===== src/hw/rtl/owvc_pkg.sv =====
`timescale 1ns / 1ps
package owvc_pkg;

  // angle resolution of the heading input
  localparam int ANGLE_STEPS = 1024;
  localparam int ANGLE_W     = $clog2(ANGLE_STEPS);
  localparam int QTR_STEPS   = ANGLE_STEPS / 4;
  localparam int QTR_W       = $clog2(QTR_STEPS);

  // angle of one table step in radians
  localparam real QTR_RAD = 3.14159265358979323846 / (2.0 * QTR_STEPS);

  // kinematic coefficients, value*1024
  localparam logic signed [16:0] COEF_P = 17'sd18618;
  localparam logic signed [16:0] COEF_Q = 17'sd32247;
  localparam logic signed [16:0] COEF_R = 17'sd3351;

  localparam logic signed [42:0] WHEEL_MAX = 43'sd8388607;
  localparam logic signed [42:0] WHEEL_MIN = -43'sd8388608;

  // quarter wave sine table, 0 .. pi/2 inclusive
  typedef logic [14:0] sin_lut_t [0:QTR_STEPS];

  function automatic sin_lut_t build_sin_lut();
    sin_lut_t lut;
    real      v;
    for (int i = 0; i <= QTR_STEPS; i++) begin
      v = 32767.0 * $sin(QTR_RAD * i);
      lut[i] = 15'($rtoi(v + 0.5));
    end
    return lut;
  endfunction

  localparam sin_lut_t SIN_LUT = build_sin_lut();

  // full circle sine from the quarter table
  function automatic logic signed [15:0] sin_of(logic [ANGLE_W-1:0] k);
    logic [1:0]       quad;
    logic [QTR_W:0]   m;
    logic [QTR_W:0]   idx;
    logic signed [15:0] mag;
    quad = k[ANGLE_W-1 -: 2];
    m    = {1'b0, k[QTR_W-1:0]};
    idx  = quad[0] ? ((QTR_W+1)'(QTR_STEPS) - m) : m;
    mag  = signed'({1'b0, SIN_LUT[idx]});
    return quad[1] ? -mag : mag;
  endfunction

  // error terms handed from the sensing half to the drive half
  typedef struct packed {
    logic signed [24:0] dx;
    logic signed [24:0] dy;
    logic signed [21:0] pw;
    logic signed [15:0] ox;
    logic signed [15:0] oy;
  } sense_t;

endpackage


===== src/hw/rtl/owvc_drive.sv =====
`timescale 1ns / 1ps
module owvc_drive (
  input  logic               clk_i,
  input  logic               rst_ni,
  input  logic               en_i,
  input  logic               valid_i,
  input  owvc_pkg::sense_t   sense_i,
  input  logic [15:0]        kp_i,
  output logic               valid_o,
  output logic signed [23:0] wheel_a_o,
  output logic signed [23:0] wheel_b_o,
  output logic signed [23:0] wheel_c_o,
  output logic signed [23:0] wheel_d_o,
  output logic               clipped_o
);
  import owvc_pkg::*;

  logic [3:0] v_q;

  // stage 4: gain on x and y error
  logic signed [41:0] gx4_q, gy4_q;
  logic signed [21:0] pw4_q;
  logic signed [15:0] ox4_q, oy4_q;
  logic signed [41:0] kp_s;

  assign kp_s = signed'({26'd0, kp_i});

  always_ff @(posedge clk_i) begin
    if (en_i) begin
      gx4_q <= kp_s * 42'(sense_i.dx);
      gy4_q <= kp_s * 42'(sense_i.dy);
      pw4_q <= sense_i.pw;
      ox4_q <= sense_i.ox;
      oy4_q <= sense_i.oy;
    end
  end

  // stage 5: observer correction
  logic signed [34:0] px5_q, py5_q;
  logic signed [21:0] pw5_q;

  always_ff @(posedge clk_i) begin
    if (en_i) begin
      px5_q <= 35'(gx4_q >>> 8) - 35'(ox4_q);
      py5_q <= 35'(gy4_q >>> 8) - 35'(oy4_q);
      pw5_q <= pw4_q;
    end
  end

  // stage 6: inverse kinematics products
  logic signed [50:0] tp6_q, tq6_q, tr6_q;

  always_ff @(posedge clk_i) begin
    if (en_i) begin
      tp6_q <= 51'(COEF_P) * 51'(px5_q);
      tq6_q <= 51'(COEF_Q) * 51'(py5_q);
      tr6_q <= 51'(COEF_R) * 51'(pw5_q);
    end
  end

  // stage 7: wheel sums and saturation
  logic signed [52:0] sum_a, sum_b, sum_c, sum_d;
  logic signed [42:0] raw [4];
  logic signed [23:0] sat [4];
  logic [3:0]         clip;

  assign sum_a = 53'(tp6_q) + 53'(tq6_q) + 53'(tr6_q);
  assign sum_b = 53'(tp6_q) - 53'(tq6_q) + 53'(tr6_q);
  assign sum_c = 53'(tp6_q) + 53'(tq6_q) - 53'(tr6_q);
  assign sum_d = 53'(tp6_q) - 53'(tq6_q) - 53'(tr6_q);
  assign raw[0] = 43'(sum_a >>> 10);
  assign raw[1] = 43'(sum_b >>> 10);
  assign raw[2] = 43'(sum_c >>> 10);
  assign raw[3] = 43'(sum_d >>> 10);

  always_comb begin
    for (int i = 0; i < 4; i++) begin
      if (raw[i] > WHEEL_MAX) begin
        sat[i]  = 24'(WHEEL_MAX);
        clip[i] = 1'b1;
      end else if (raw[i] < WHEEL_MIN) begin
        sat[i]  = 24'(WHEEL_MIN);
        clip[i] = 1'b1;
      end else begin
        sat[i]  = 24'(raw[i]);
        clip[i] = 1'b0;
      end
    end
  end

  always_ff @(posedge clk_i) begin
    if (en_i) begin
      wheel_a_o <= sat[0];
      wheel_b_o <= sat[1];
      wheel_c_o <= sat[2];
      wheel_d_o <= sat[3];
      clipped_o <= |clip;
    end
  end

  // valid bits
  always_ff @(posedge clk_i or negedge rst_ni) begin
    if (!rst_ni) begin
      v_q <= '0;
    end else if (en_i) begin
      v_q <= {v_q[2:0], valid_i};
    end
  end

  assign valid_o = v_q[3];

endmodule


===== config.mk =====
export PLATFORM = sky130hd
export DESIGN_NAME = owvc_drive
export DESIGN_NICKNAME = d
export VERILOG_FILES = /design/src/hw/rtl/owvc_pkg.sv /design/src/hw/rtl/owvc_drive.sv
export SDC_FILE = /design/constraint.sdc
export NUM_CORES = 2
export LEC_CHECK = 0
export BUFFER_PORTS_ARGS = -buffer_cell sky130_fd_sc_hd__clkbuf_2
export CORE_UTILIZATION = 43
export CTS_CLUSTER_SIZE = 20
export DETAILED_ROUTE_END_ITERATION = 7
export HOLD_SLACK_MARGIN = 0.03
export MAX_ROUTING_LAYER = met4
export SLEW_MARGIN = 5
export SYNTH_ARGS = -nofsm -noshare
export SYNTH_HDL_FRONTEND = slang
export SYNTH_SLANG_ARGS = --single-unit

===== constraint.sdc =====
create_clock -name clk_i -period 10.1 [get_ports clk_i]
set_input_delay 2.02 -clock clk_i [delete_from_list [all_inputs] [get_ports clk_i]]
set_output_delay 2.02 -clock clk_i [all_outputs]
set_load 0.02 [all_outputs]

* Yosys cells after proc, flatten, opt, wreduce, memory -nomap -nowiden *
Cells that the tools add are included.

cells by class
  $lt $le $gt $ge = 8
  $mul = 5
  muxes and demuxes = 12
  reductions and logical operators = 1
  add/sub/neg operators = 8

operators with widths
  kind                      number
  $gt A43 B24 Y1 const B    4
  $lt A43 B24 Y1 const B    4
  $add A52 B35 Y53          2
  $sub A52 B35 Y53          2
  $mux W24                  4
  $mul A17 B25 Y42          2
  $sub A34 B16 Y35          2
  $add A51 B51 Y52          1
  $sub A51 B51 Y52          1
  $mul A16 B35 Y51 const A  1
  $mul A15 B35 Y50 const A  1
  $mul A13 B22 Y35 const A  1
  $mux W1                   8
  $reduce_or A4 Y1          1

word-level totals
  flip-flop bits (word level) = 467
  output and inout port bits = 98
  logic and storage cells = 51

* Depth between registers and ports, before layout *
  word-level depth = 6
  depth in mapped cells = 36

* Worst setup path before layout *
OpenSTA, ideal clock, no wires.

  path type = input to register
  from = in kp_i[5]
  to = reg gx4_q[41] (data pin)
  slack = 1.332 ns
  stages on the path = 30
  library setup time = 0.260 ns
  arrival = 8.508 ns
  cell sequence = clkbuf_1 -> clkbuf_1 -> nand2_1 -> fa_1 -> inv_1 -> fa_1 -> inv_1 -> fa_1 -> inv_1 -> fa_1 -> inv_1 -> fa_1 -> inv_1 -> fa_1 -> ha_1 -> a21o_1 -> a21o_1 -> a221o_1 -> a21oi_1 -> o21ai_0 -> o21a_1 -> a21o_1 -> a211oi_1 -> o41ai_1 -> o21a_1 -> o21a_1 -> o21ai_0 -> nand2b_1 -> a21oi_1 -> xnor2_1

between the ends
  word-level cells in the longest chain between the ends = 1

RTL lines
  item                  RTL line          text
  from (decl)           owvc_drive.sv:8   input logic [15:0] kp_i,
  $mul A17 B25 Y42      owvc_drive.sv:30  gx4_q <= kp_s * 42'(sense_i.dx);
  to (signal assigned)  owvc_drive.sv:30
  to (decl)             owvc_drive.sv:21  logic signed [41:0] gx4_q, gy4_q;

Every way passes these cells.
A chain may end at the register's enable or synchronous reset.

* Worst setup path in the final report *
  from = reg tp6_q[11]
  to = reg clipped_o (data pin)

between the ends
  word-level cells in the longest chain between the ends = 6
  elaborated cells on any way between the ends = 23

RTL lines
  item                                                  RTL line          text
  from (decl)                                           owvc_drive.sv:51  logic signed [50:0] tp6_q, tq6_q, tr6_q;
  from (signal assigned)                                owvc_drive.sv:55  tp6_q <= 51'(COEF_P) * 51'(px5_q);
  $add A51 B51 Y52 or $sub A51 B51 Y52 (tied branches)  --
  $add A52 B35 Y53 (tied with other cells)              owvc_drive.sv:67  assign sum_a = 53'(tp6_q) + 53'(tq6_q) + 53'(tr6_q);
  $lt A43 B24 Y1                                        owvc_drive.sv:81  end else if (raw[i] < WHEEL_MIN) begin
  $mux W1                                               owvc_drive.sv:81
  $mux W1                                               owvc_drive.sv:78  if (raw[i] > WHEEL_MAX) begin
  $reduce_or A4 Y1 *                                    owvc_drive.sv:97  clipped_o <= |clip;
  to (signal assigned)                                  owvc_drive.sv:97
  to (decl)                                             owvc_drive.sv:14  output logic clipped_o

Every way passes the cells marked *; elsewhere a longest branch is shown, timed or not.

==> results.tsv <==
metric	value	unit
Syn Nets	11500	
Final nets	11600	
crit path time final	8.92	ns
Worst Setup Start Kind	flip-flop	
CTS HTree Levels	2	
vias in the first global route	63900	
wire per inst	18.8	um
Post-CTS Setup Bufs	0	
commonest non-fill, non-tap cell in the layout	inv_1	
Crit path largest cell delay	0.64	ns
die area	200000	um^2
synthesized area per cell	9.55	um^2
hold crit path type	flip-flop to flip-flop	
delay-heaviest family, CP	simple AND/OR/NAND/NOR gates	
Worst Min Path Start	pw4_q[10]	
clock skew	0.0507	ns
Setup crit end kind	flip-flop	
Final Hold Viols	0	
die width	448	um
crit path to	clipped_o	
io pins	222	
EDFF count, synth	447	
Min Hold Slack	0.417	ns
initial antenna violation count	6	
via count	60100	
R2R setup slack	1.18	ns
FMAX	0.112	GHz
GRT Residual Overflow	0	
via density per instance	5.14	
max-slew violations	0	
Residual DRC	0	
Final Wtd Congestion	0.954	
Sink Count	451	
total routed wirelength	220000	um
CTS clock-pin slew for the worst setup and hold paths	0.07	ns
Reg-to-Reg Start	tp6_q[11]	
reg2reg path depth	29	
YS warnings	0	
unrepaired setup endpoints after global routing	false	
area grow syn2layout	6.60	%
Syn Std Cell Area	85400	um^2
DR iter-0 viols	3321	
relative slew slack	31.9	%
TritonCTS clock tree	done	
worst slew pin tran	1.01	ns
Seq/Total Area, Yosys	15.8	%
CP bufs+invs	1	
Crit-path slowest cell	nor4_1	
Worst-Skew Late Latency	0.67	ns
GRT Overall Usage	23.1	%
CTS Buf Count	50	
Netlist cell types	101	
Max Cap Violations	0	
CTS hold repair buffers	0	
Crit path depth	29	
async set-reset flop share out of synthesis	0.887	%
crit path from	tp6_q[11]	
dominant synthesized flop cell	edfxtp_1	
Crit path required time	10.48	ns
Bufs on Longest Clock Path	3	
final design utilization	46.1	%
register bit total from synthesis	451	
post-route ant nets	0	
CP Class	flip-flop to flip-flop	
most frequent cells in the layout	inv_1, fa_1, ha_1	
TritonRoute pass-1 iters	6	
critical path arrival	9.30	ns
Synth Instances	8934	
# setup viols final	0	
final period utilization	88.4	%
clock root cell	clkbuf_16	
die height	448	um
Fin Setup TNS	0	ns
Starting Density	43.3	%
first-pass GRT wire length	354000	um
layout cell share with drive strength beyond 1	4.61	%
row count	163	
HPWL Detailed	186000	um
CP max FO	24	
outcome	completed	
core area	197000	um^2
PortBufs	221	
Post-CTS Resized	0	
R2R Path End	clipped_o	
pin count of the biggest net entering global routing	131	
## layer usage
metal  vias up  wire (um)  global-route usage, %
met5         -          0                      -
met4         0       6520                   6.26
met3       237       9440                   2.03
met2      1430     104000                   38.1
met1     30000     100000                   30.5
li1      28500          -                      -
## layout make-up
class	instances	area, um^2
fill	18900	106000
multi-input combinational	6237	63400
sequential	451	13500
inverter	1990	7470
tap	2640	3300
timing repair buffer	276	1600
clock buffer	57	1280
clock inverter	34	418
antenna	5	12.5
## registers in the layout, indices dropped and copies added, names as in the netlist, 16 cells and up
register,count
gx4_q,34
gy4_q,34
ox4_q,16
oy4_q,16
pw4_q,22
pw5_q,22
px5_q,35
py5_q,35
tp6_q,50
tq6_q,51
tr6_q,35
wheel_a_o,24
wheel_b_o,24
wheel_c_o,24
wheel_d_o,24
## worst min path at each step
stage | slack (ns) | end | cells after the start
after global routing | 0.42 | pw5_q[10] | 0
after detailed placement | 0.40 | pw5_q[7] | 0
after floorplan | 0.40 | pw5_q[0] | 0
final | 0.42 | pw5_q[10] | 0
after CTS | 0.42 | pw5_q[10] | 0
after global placement | 0.40 | pw5_q[6] | 0
## per-stage QoR
step / instance area (um^2) / setup slack (ns) / std cells
2_1_floorplan: 85400 / 1.33 / 8934
6_report: 91000 / 1.18 / 11700
3_5_place_dp: 89300 / 0.638 / 11600
5_1_grt: 91000 / 0.655 / 11700
3_3_place_gp: 89300 / 0.659 / 11600
4_1_cts: 91000 / 1.18 / 11700
## cell usage after synthesis, types with 14 or more instances
cell	count	area, um^2
edfxtp_1	447	13400
o21bai_1	95	713
and2_1	341	2130
nor3_1	107	536
a211oi_1	33	248
nor2_1	417	1570
nand2b_1	58	363
nand2_1	660	2480
nor4_1	30	188
a21o_1	170	1280
or4_1	15	113
nand3_1	72	360
o21a_1	75	563
o21ai_0	216	1080
or3_1	30	188
inv_1	1987	7460
a31oi_1	33	206
nand4_1	45	282
or2_2	24	150
xor2_1	108	946
a21oi_1	428	2140
a21boi_0	14	105
fa_1	1385	27700
o31ai_1	37	278
and3_1	37	231
xnor2_1	408	3570
o31a_1	15	131
and4_1	14	123
nor2b_1	83	519
clkbuf_1	242	908
o211ai_1	20	150
ha_1	1037	13000
o21ai_1	30	150
## kinds of logic (layout without fill, tap and decap cells)
family,Yosys count,in the layout,synth area share (%)
other cells,0,5,0
flops,451,451,15.8
fa+ha+maj,2422,2422,47.7
buf+inv,2246,2357,9.90
simple gates,1968,1968,11.2
xor+xnor,516,516,5.29
compound gates,1314,1314,9.90
mux,17,17,0.211
Power is not shown: default switching activity piles up to over one toggle a cycle in this logic, so the estimate is an artifact.
